===== config.mk =====
export PLATFORM = sky130hd
export DESIGN_NAME = cd_toc_disc_id_core
export DESIGN_NICKNAME = d
export VERILOG_FILES = /design/src/cdid_pkg.sv /design/src/cdid_ctrl.sv /design/src/cdid_dp.sv /design/src/cd_toc_disc_id_core.sv
export SDC_FILE = /design/constraint.sdc
export NUM_CORES = 1
export LEC_CHECK = 0
export BUFFER_PORTS_ARGS = -buffer_cell sky130_fd_sc_hd__buf_2
export CAP_MARGIN = 10
export CORE_MARGIN = 2
export CORE_UTILIZATION = 35
export CTS_BUF_LIST = sky130_fd_sc_hd__clkbuf_8
export CTS_CLUSTER_SIZE = 24
export DETAILED_ROUTE_END_ITERATION = 12
export PLACE_DENSITY = 0.55
export SYNTH_ARGS = -nofsm -noshare
export SYNTH_HDL_FRONTEND = slang
export SYNTH_SLANG_ARGS = --single-unit
export TNS_END_PERCENT = 5

===== constraint.sdc =====
create_clock -name aclk -period 10.2 [get_ports aclk]
set_clock_uncertainty 0.2 [all_clocks]
set_input_delay 0.51 -clock aclk [delete_from_list [all_inputs] [get_ports aclk]]
set_output_delay 0.51 -clock aclk [all_outputs]
set_load 0.05 [all_outputs]

===== src/cdid_pkg.sv =====
package cdid_pkg;

    localparam int OFFSET_BITS = 19;
    localparam int S_TDATA_W   = ((OFFSET_BITS + 7) / 8) * 8;
    localparam int M_TDATA_W   = 32;

    // offset + lead-in fits one bit more than the offset
    localparam int X_W   = OFFSET_BITS + 1;
    // (2^OFFSET_BITS + 150) / 75 < 2^(OFFSET_BITS-6)
    localparam int SEC_W = OFFSET_BITS - 6;

    localparam int          DIV75_SHIFT = 30;
    localparam logic [23:0] DIV75_MULT  = 24'd14316558;
    localparam int          PROD_W      = X_W + 24;

    localparam int          DIV10_SHIFT = 19;
    localparam logic [15:0] DIV10_MULT  = 16'd52429;
    localparam int          P10_W       = SEC_W + DIV10_SHIFT;

    localparam int DSUM_W  = 6;
    localparam int SUM_W   = 8;
    localparam int COUNT_W = 8;
    localparam int T_W     = 16;

    localparam logic [X_W-1:0]     LEADIN_FRAMES = X_W'(150);
    localparam logic [SEC_W-1:0]   LEADIN_SECS   = SEC_W'(2);
    localparam logic [SUM_W:0]     SUM_MODULUS   = 9'd255;
    localparam logic [COUNT_W-1:0] COUNT_MAX     = 8'd255;
    localparam logic [31:0]        SECONDS_MAX   = 32'd65535;

    typedef enum logic [5:0] {
        ST_IDLE = 6'b000001,
        ST_MUL  = 6'b000010,
        ST_QUOT = 6'b000100,
        ST_DIG  = 6'b001000,
        ST_ACC  = 6'b010000,
        ST_FIN  = 6'b100000
    } cdid_state_t;

    typedef struct packed {
        logic load_in;
        logic mul;
        logic quot;
        logic dig;
        logic acc;
        logic fin_load;
    } cdid_cmd_t;

    typedef struct packed {
        logic leadout;
        logic v_zero;
        logic out_free;
    } cdid_status_t;

endpackage


===== src/cdid_ctrl.sv =====
module cdid_ctrl
    import cdid_pkg::*;
(
    input  logic         aclk,
    input  logic         aresetn,
    input  logic         in_valid,
    output logic         in_ready,
    input  cdid_status_t status,
    output cdid_cmd_t    cmd,
    output cdid_state_t  state
);

    cdid_state_t state_reg, state_next;

    always_ff @(posedge aclk) begin
        if (!aresetn) begin
            state_reg <= ST_IDLE;
        end else begin
            state_reg <= state_next;
        end
    end

    always_comb begin
        state_next = state_reg;
        unique case (state_reg)
            ST_IDLE: if (in_valid) state_next = ST_MUL;
            ST_MUL:  state_next = ST_QUOT;
            ST_QUOT: state_next = status.leadout ? ST_FIN : ST_DIG;
            ST_DIG:  if (status.v_zero) state_next = ST_ACC;
            ST_ACC:  state_next = ST_IDLE;
            ST_FIN:  if (status.out_free) state_next = ST_IDLE;
            default: state_next = ST_IDLE;
        endcase
    end

    assign in_ready     = (state_reg == ST_IDLE);
    assign cmd.load_in  = (state_reg == ST_IDLE) && in_valid;
    assign cmd.mul      = (state_reg == ST_MUL);
    assign cmd.quot     = (state_reg == ST_QUOT);
    assign cmd.dig      = (state_reg == ST_DIG) && !status.v_zero;
    assign cmd.acc      = (state_reg == ST_ACC);
    assign cmd.fin_load = (state_reg == ST_FIN) && status.out_free;
    assign state        = state_reg;

endmodule


===== src/cdid_dp.sv =====
module cdid_dp
    import cdid_pkg::*;
(
    input  logic                 aclk,
    input  logic                 aresetn,
    input  cdid_cmd_t            cmd,
    output cdid_status_t         status,
    input  logic [OFFSET_BITS-1:0] entry_offset,
    input  logic                 is_leadout,
    output logic                 out_valid,
    input  logic                 out_ready,
    output logic [M_TDATA_W-1:0] disc_id
);

    logic [X_W-1:0]     x_reg;
    logic               leadout_reg;
    logic [PROD_W-1:0]  prod_reg;
    logic [SEC_W-1:0]   secs_reg;
    logic [SEC_W-1:0]   v_reg;
    logic [DSUM_W-1:0]  dsum_reg;
    logic [SUM_W-1:0]   total_reg;
    logic [COUNT_W-1:0] count_reg;
    logic [SEC_W-1:0]   first_reg;
    logic               out_valid_reg;
    logic [M_TDATA_W-1:0] out_reg;

    logic [SEC_W-1:0]   secs_w;
    logic [P10_W-1:0]   p10;
    logic [SEC_W-1:0]   q10;
    logic [SEC_W-1:0]   q10x10;
    logic [3:0]         digit;
    logic [SUM_W:0]     sum_wide;
    logic [SUM_W-1:0]   total_next;
    logic [SEC_W-1:0]   diff;
    logic [31:0]        diff_ext;
    logic [T_W-1:0]     t_sat;

    assign secs_w = prod_reg[DIV75_SHIFT +: SEC_W];

    // one decimal digit per step: q = v/10, r = v - 10q
    assign p10    = P10_W'(v_reg) * P10_W'(DIV10_MULT);
    assign q10    = p10[DIV10_SHIFT +: SEC_W];
    assign q10x10 = (q10 << 3) + (q10 << 1);
    assign digit  = 4'(v_reg - q10x10);

    assign sum_wide   = {1'b0, total_reg} + (SUM_W + 1)'(dsum_reg);
    assign total_next = (sum_wide >= SUM_MODULUS) ? SUM_W'(sum_wide - SUM_MODULUS)
                                                  : sum_wide[SUM_W-1:0];

    assign diff     = (secs_reg > first_reg) ? (secs_reg - first_reg) : '0;
    assign diff_ext = 32'(diff);
    assign t_sat    = (diff_ext > SECONDS_MAX) ? T_W'(SECONDS_MAX) : diff_ext[T_W-1:0];

    always_ff @(posedge aclk) begin
        if (cmd.load_in) begin
            leadout_reg <= is_leadout;
            x_reg       <= is_leadout ? X_W'(entry_offset)
                                      : X_W'(entry_offset) + LEADIN_FRAMES;
        end
        if (cmd.mul) begin
            prod_reg <= PROD_W'(x_reg) * PROD_W'(DIV75_MULT);
        end
        if (cmd.quot) begin
            secs_reg <= secs_w;
            v_reg    <= secs_w;
            dsum_reg <= '0;
        end else if (cmd.dig) begin
            v_reg    <= q10;
            dsum_reg <= dsum_reg + DSUM_W'(digit);
        end
        if (cmd.fin_load) begin
            out_reg <= {total_reg, t_sat, count_reg};
        end
    end

    always_ff @(posedge aclk) begin
        if (!aresetn) begin
            total_reg     <= '0;
            count_reg     <= '0;
            first_reg     <= '0;
            out_valid_reg <= 1'b0;
        end else begin
            if (cmd.acc) begin
                total_reg <= total_next;
                if (count_reg == '0) begin
                    // offset/75 = (offset+150)/75 - 2
                    first_reg <= secs_reg - LEADIN_SECS;
                end
                if (count_reg != COUNT_MAX) begin
                    count_reg <= count_reg + 1'b1;
                end
            end else if (cmd.fin_load) begin
                total_reg <= '0;
                count_reg <= '0;
                first_reg <= '0;
            end
            if (cmd.fin_load) begin
                out_valid_reg <= 1'b1;
            end else if (out_ready) begin
                out_valid_reg <= 1'b0;
            end
        end
    end

    assign status.leadout  = leadout_reg;
    assign status.v_zero   = (v_reg == '0);
    assign status.out_free = !out_valid_reg || out_ready;
    assign out_valid       = out_valid_reg;
    assign disc_id         = out_reg;

endmodule


===== src/cd_toc_disc_id_core.sv =====
// A track word steps through MUL, QUOT, the DIG loop (one decimal digit of its
// seconds per step) and ACC; a lead-out word goes through MUL, QUOT and FIN.
// Words are taken one at a time, only in IDLE, and the digit loop sets how long a
// track word takes; a lead-out also waits while the previous disc ID is still held.
// The disc ID sits in an output register, so the next disc can start while it waits.
// Reset: aresetn is synchronous, active low; it clears the running sum, count,
// first-track seconds and the output valid.
module cd_toc_disc_id_core
    import cdid_pkg::*;
(
    input  logic                 aclk,
    input  logic                 aresetn,
    input  logic                 s_axis_tvalid,
    output logic                 s_axis_tready,
    input  logic [S_TDATA_W-1:0] s_axis_tdata,   // entry_offset
    input  logic                 s_axis_tuser,   // is_leadout
    output logic                 m_axis_tvalid,
    input  logic                 m_axis_tready,
    output logic [M_TDATA_W-1:0] m_axis_tdata    // disc_id
);

    cdid_cmd_t    cmd;
    cdid_status_t status;
    cdid_state_t  state;

    cdid_ctrl u_ctrl (
        .aclk     (aclk),
        .aresetn  (aresetn),
        .in_valid (s_axis_tvalid),
        .in_ready (s_axis_tready),
        .status   (status),
        .cmd      (cmd),
        .state    (state)
    );

    cdid_dp u_dp (
        .aclk         (aclk),
        .aresetn      (aresetn),
        .cmd          (cmd),
        .status       (status),
        .entry_offset (s_axis_tdata[OFFSET_BITS-1:0]),
        .is_leadout   (s_axis_tuser),
        .out_valid    (m_axis_tvalid),
        .out_ready    (m_axis_tready),
        .disc_id      (m_axis_tdata)
    );

`ifndef SYNTHESIS
    a_busy_after_accept: assert property (@(posedge aclk) disable iff (!aresetn)
        s_axis_tvalid && s_axis_tready |=> !s_axis_tready)
        else $error("input accepted while previous word in progress");

    a_fin_loads_out: assert property (@(posedge aclk) disable iff (!aresetn)
        cmd.fin_load |=> m_axis_tvalid)
        else $error("disc ID not presented after lead-out");

    a_fin_only_in_fin: assert property (@(posedge aclk) disable iff (!aresetn)
        cmd.fin_load |-> state == ST_FIN && status.leadout)
        else $error("output load outside lead-out finish");

    a_acc_only_tracks: assert property (@(posedge aclk) disable iff (!aresetn)
        cmd.acc |-> !status.leadout)
        else $error("digit sum accumulated on lead-out");
`endif

endmodule


* Word level (Yosys, flattened, before mapping)
Cells that the tools add are included.
** Cells by class
- Add/subtract/negate cells :: 9
- Multipliers :: 2
- $lt $le $gt $ge :: 3
- Equality and inequality tests :: 12
- Multiplexer cells :: 20
- Reductions and logical operators :: 14
** Operator list (number)
- $mux 13 :: 6
- $mul 20x23->42 const B :: 1
- $mux 8 :: 5
- $pmux 6 s5 :: 1
- $mul 13x16->29 const B :: 1
- $mux 6 :: 4
- $add 19x8->20 const B :: 1
- $mux 19 :: 1
- $gt 13x16->1 const B :: 1
- $mux 16 :: 1
- $gt 13x13->1 :: 1
- $logic_not 13->1 :: 1
- $sub 13x13->13 :: 1
- $sub 13x2->13 const B :: 1
- $add 8x6->9 :: 1
- $ge 9x8->1 const B :: 1
- $add 8x1->8 const B :: 1
- $logic_not 8->1 :: 1
- $ne 2x1->1 const B :: 4
- $ne 8x8->1 const B :: 1
- $sub 8x8->8 const B :: 1
- $add 6x4->6 :: 1
- $eq 6x1->1 const B :: 1
- $eq 6x2->1 const B :: 1
- other kinds (14) :: 21
** Word-level totals
- Register bits after elaboration :: 163
- Input port bits :: 29
- Output and inout port bits :: 34
- Logic and storage cells :: 74

* Logic depth before layout (Yosys ltp)
- Word-level depth :: 5
- Depth in mapped cells :: 27
- Depth with buffers taken out :: 27

* By module
Synthesis repeated with hierarchy kept, for this count alone.
** Unflattened totals
- Cells, all modules :: 1642
- Area total of the unflattened synthesis :: 16806.1 um^2
** By module, submodules not included
- cdid_dp :: times used 1, cells each 1604, area each 16464.5 um^2, sequential area each 3393.3 um^2
- cdid_ctrl :: times used 1, cells each 38, area each 341.6 um^2, sequential area each 120.1 um^2

* Worst setup path after synthesis
Ideal clock, no wire load.
- Kind :: reg2reg
- Start :: register u_dp.x_reg[9]
- End :: register u_dp.prod_reg[37] (data pin)
- Setup time :: 258 ps
- Arrival :: 5868 ps
- Data required time :: 9742 ps
- Slack :: 3875 ps
- Cell stages (with the launch flop) :: 24
- Buffers on the path :: 0
- Period minus slack after synthesis :: 6325 ps
- Cells stage by stage :: edfxtp_1 -> fa_1 -> inv_1 -> fa_1 -> inv_1 -> ha_1 -> inv_1 -> fa_1 -> fa_1 -> inv_1 -> fa_1 -> inv_1 -> fa_1 -> inv_1 -> ha_1 -> nand3_1 -> nor3_1 -> o2111ai_1 -> nand4_1 -> a31oi_1 -> or4b_1 -> nand2_1 -> a21oi_1 -> xnor2_1
** On the way
- Word-level cells in the longest chain between the ends :: 1
** Ends and longest elaborated chain
- from (decl) :: RTL line cdid_dp.sv:15 : logic [X_W-1:0] x_reg;
- from (signal assigned) :: RTL line cdid_dp.sv:57 : x_reg <= is_leadout ? X_W'(entry_offset)
- $mul 20x23->42 :: RTL line cdid_dp.sv:61 : prod_reg <= PROD_W'(x_reg) * PROD_W'(DIV75_MULT);
- to (signal assigned) :: RTL line cdid_dp.sv:61
- to (decl) :: RTL line cdid_dp.sv:17 : logic [PROD_W-1:0] prod_reg;
Every way passes these cells.
A chain may end at the register's enable or synchronous reset.

* Worst setup path after layout
- Start :: register u_dp.x_reg[8]
- End :: register u_dp.prod_reg[35] (data pin)
The elaborated chain is that of the path after synthesis.

==> metrics.txt <==
outcome=completed; All-Layer GR Usage=roughly 15%; startpoint class of the critical path=register; Longest Clk Path Bufs=2; routed wire length=~34,000 um; Detailed Place HPWL=roughly 29,000 um; register area share after synthesis=between 20% and 30%; Die H=around 220 um; drt initial violations=350; Area contributors post-synth=ha_1, fa_1, edfxtp_1; Filler cells=roughly 4,600; Die ar.=between 40,000 and 50,000 um2; endpoint type of the worst setup path=register; ratio of cells with drive above 1 in the final layout=under 10%; PostCTS Resize Cnt=0; Diodes inserted=0; Simple-Gate Fraction of Synth Area=about 8%; largest net degree at the start of global routing=36; initial antenna violation count=0; CP required=slightly above 10,000 ps; Placer Congestion=0.890; Antenna Violating Nets Remaining=0; I/O Buffers=54; Post-Synth XOR/XNOR Area=under 10%; Mapped Area=16,500 um2; final setup vio count=0; crit-path max FO=6; Area growth, synth to finish=8.37%; 1st-pass router iterations=4; complex-gate fraction of the synthesized area=approximately 6.4%; Slew @ Worst Pin=1130 ps; Ports=63; max cap viols=0; vias in the first global route=11,474; chip width=221 um; main combinational cell family by area after synthesis=adder cells; syn_area_per_cell=10.4 um2; Cell Rows=79; max_slew headroom=between 20% and 30%; core area=roughly 46,000 um2; number of synthesized flops with an enable pin=around 90; Multi-input gate area=11,400 um2; FF+latch area=3510 um2; Avg Vias per Cell=roughly 4.6; via count=10,455; most frequent cells in the layout=inv_1, ha_1, fa_1; Synth Instances=1,589; fin crit share=between 60% and 70%; clock root buffer=clkbuf_8; FF+latch count, synth=131; total grt overflow=0; clk_lat worst skew=approximately 480 ps; post-layout min period=~7100 ps; clk sinks=131; post-synth cell types=slightly below 70; DRC Markers=0; Largest register FFs=29; post-synthesis mux area share=less than 1%; TritonCTS Buffers=17; Post-synth ARST share=0%; WS Path Type=register to register; Routed WL per cell=14.8 um; first-pass GRT wire length=around 58,000 um; Yosys top cell by area=ha_1; setup TNS=0 ps; area share of the largest cell type after synthesis=25.3%; Top FF cell, synth=edfxtp_1; Final Hold Fails=0; number of synthesis warnings=0; Initial Util=a little over a third; TritonCTS clock tree=done; nets=between 2,000 and 2,500; commonest non-fill, non-tap cell in the layout=inv_1; Worst-path clk slew=approximately 80 ps; achievable frequency=~140 MHz; RSZ-0062 raised after global routing=no; critical path arrival=between 7000 and 8000 ps; Adder-Cell Fraction of Synth Area=49.8%; Slew Limit Fails=0; Hold Crit Class=input port to register; H-tree Lvls=4
## per-stage QoR
stage          worst slack, ps  cell area [um2]  cells  hold WS (ps)  utilization [%]
3_3_place_gp              3140            17400   2238           243             37.5
4_1_cts                   3060            17800   2271          67.9             38.4
5_1_grt                   2750            17800   2272          88.8             38.4
6_report                  3100            17800   2272           108             38.4
3_5_place_dp              3100            17400   2238           250             37.5
2_1_floorplan             3870            16500   1591           217                -
## worst max-delay path, cell delays in order, from the launching register on
cell and delay [ps]:
edfxtp_1 550, fa_1 620, inv_1 60, fa_1 480, inv_1 40, ha_1 270, inv_1 40, fa_1 490
fa_1 570, inv_1 60, fa_1 540, inv_1 50, fa_1 500, inv_1 50, ha_1 290, nand3_1 110
o21bai_1 80, o31ai_1 240, nand4_1 380, a221oi_2 470, o21ai_1 190, a31oi_1 280, o21bai_1 110, xor2_1 150
## layer usage
layer | part of all wire, % | wire, um | global-route usage [%] | vias to the layer above
met3 | 2.3 | 768 | 2.13 | 41
met5 | 0 | 0 | 0 | -
met2 | 50 | 16900 | 26.6 | 115
li1 | - | - | - | 5242
met1 | 45 | 15200 | 18.0 | 5057
met4 | 2.0 | 677 | 4.14 | 0
## path summary, 6_finish.rpt
kind	end	start	slack [ps]	depth (start not counted)
setup / recovery	u_dp.prod_reg[35]	u_dp.x_reg[8]	3100	23
hold / removal	u_ctrl.state[1]	s_axis_tvalid	110	2
setup reg to reg	u_dp.prod_reg[35]	u_dp.x_reg[8]	3100	23
hold reg to reg	u_dp.disc_id[24]	u_dp.total_reg[0]	270	0
## synth_stat cells (16+ instances only)
cell and count:
inv_1 402, fa_1 201, nor2_1 61, a21o_1 16
xnor2_1 50, nand2_1 67, nor2b_1 28, nand3_1 18
xor2_1 38, dfxtp_1 42, a21oi_1 40, ha_1 333
edfxtp_1 89, o21ai_0 31
## area by class of cell
cell class	count	area share [%]
flip-flops and latches	131	19.7
clock buffers	17	1.31
inverters	403	8.48
well taps	607	4.26
clock inverters	15	0.807
repair buffers	56	1.61
multi-input cells	1043	63.8
## what timing repair did
action	CTS	global route
hold buffers	1	0
endpoints found under the hold margin	1	0
setup buffers	0	0
## cell families after synthesis
| kind of cell | after synthesis |
|---|---|
| fa+ha+maj | 534 |
| buf+inv | 417 |
| simple gates | 257 |
| compound gates | 159 |
| flops | 131 |
| xor+xnor | 88 |
| mux | 2 |
| other cells | 1 |
Power is not shown: default switching activity piles up to over one toggle a cycle in this logic, so the estimate is an artifact.
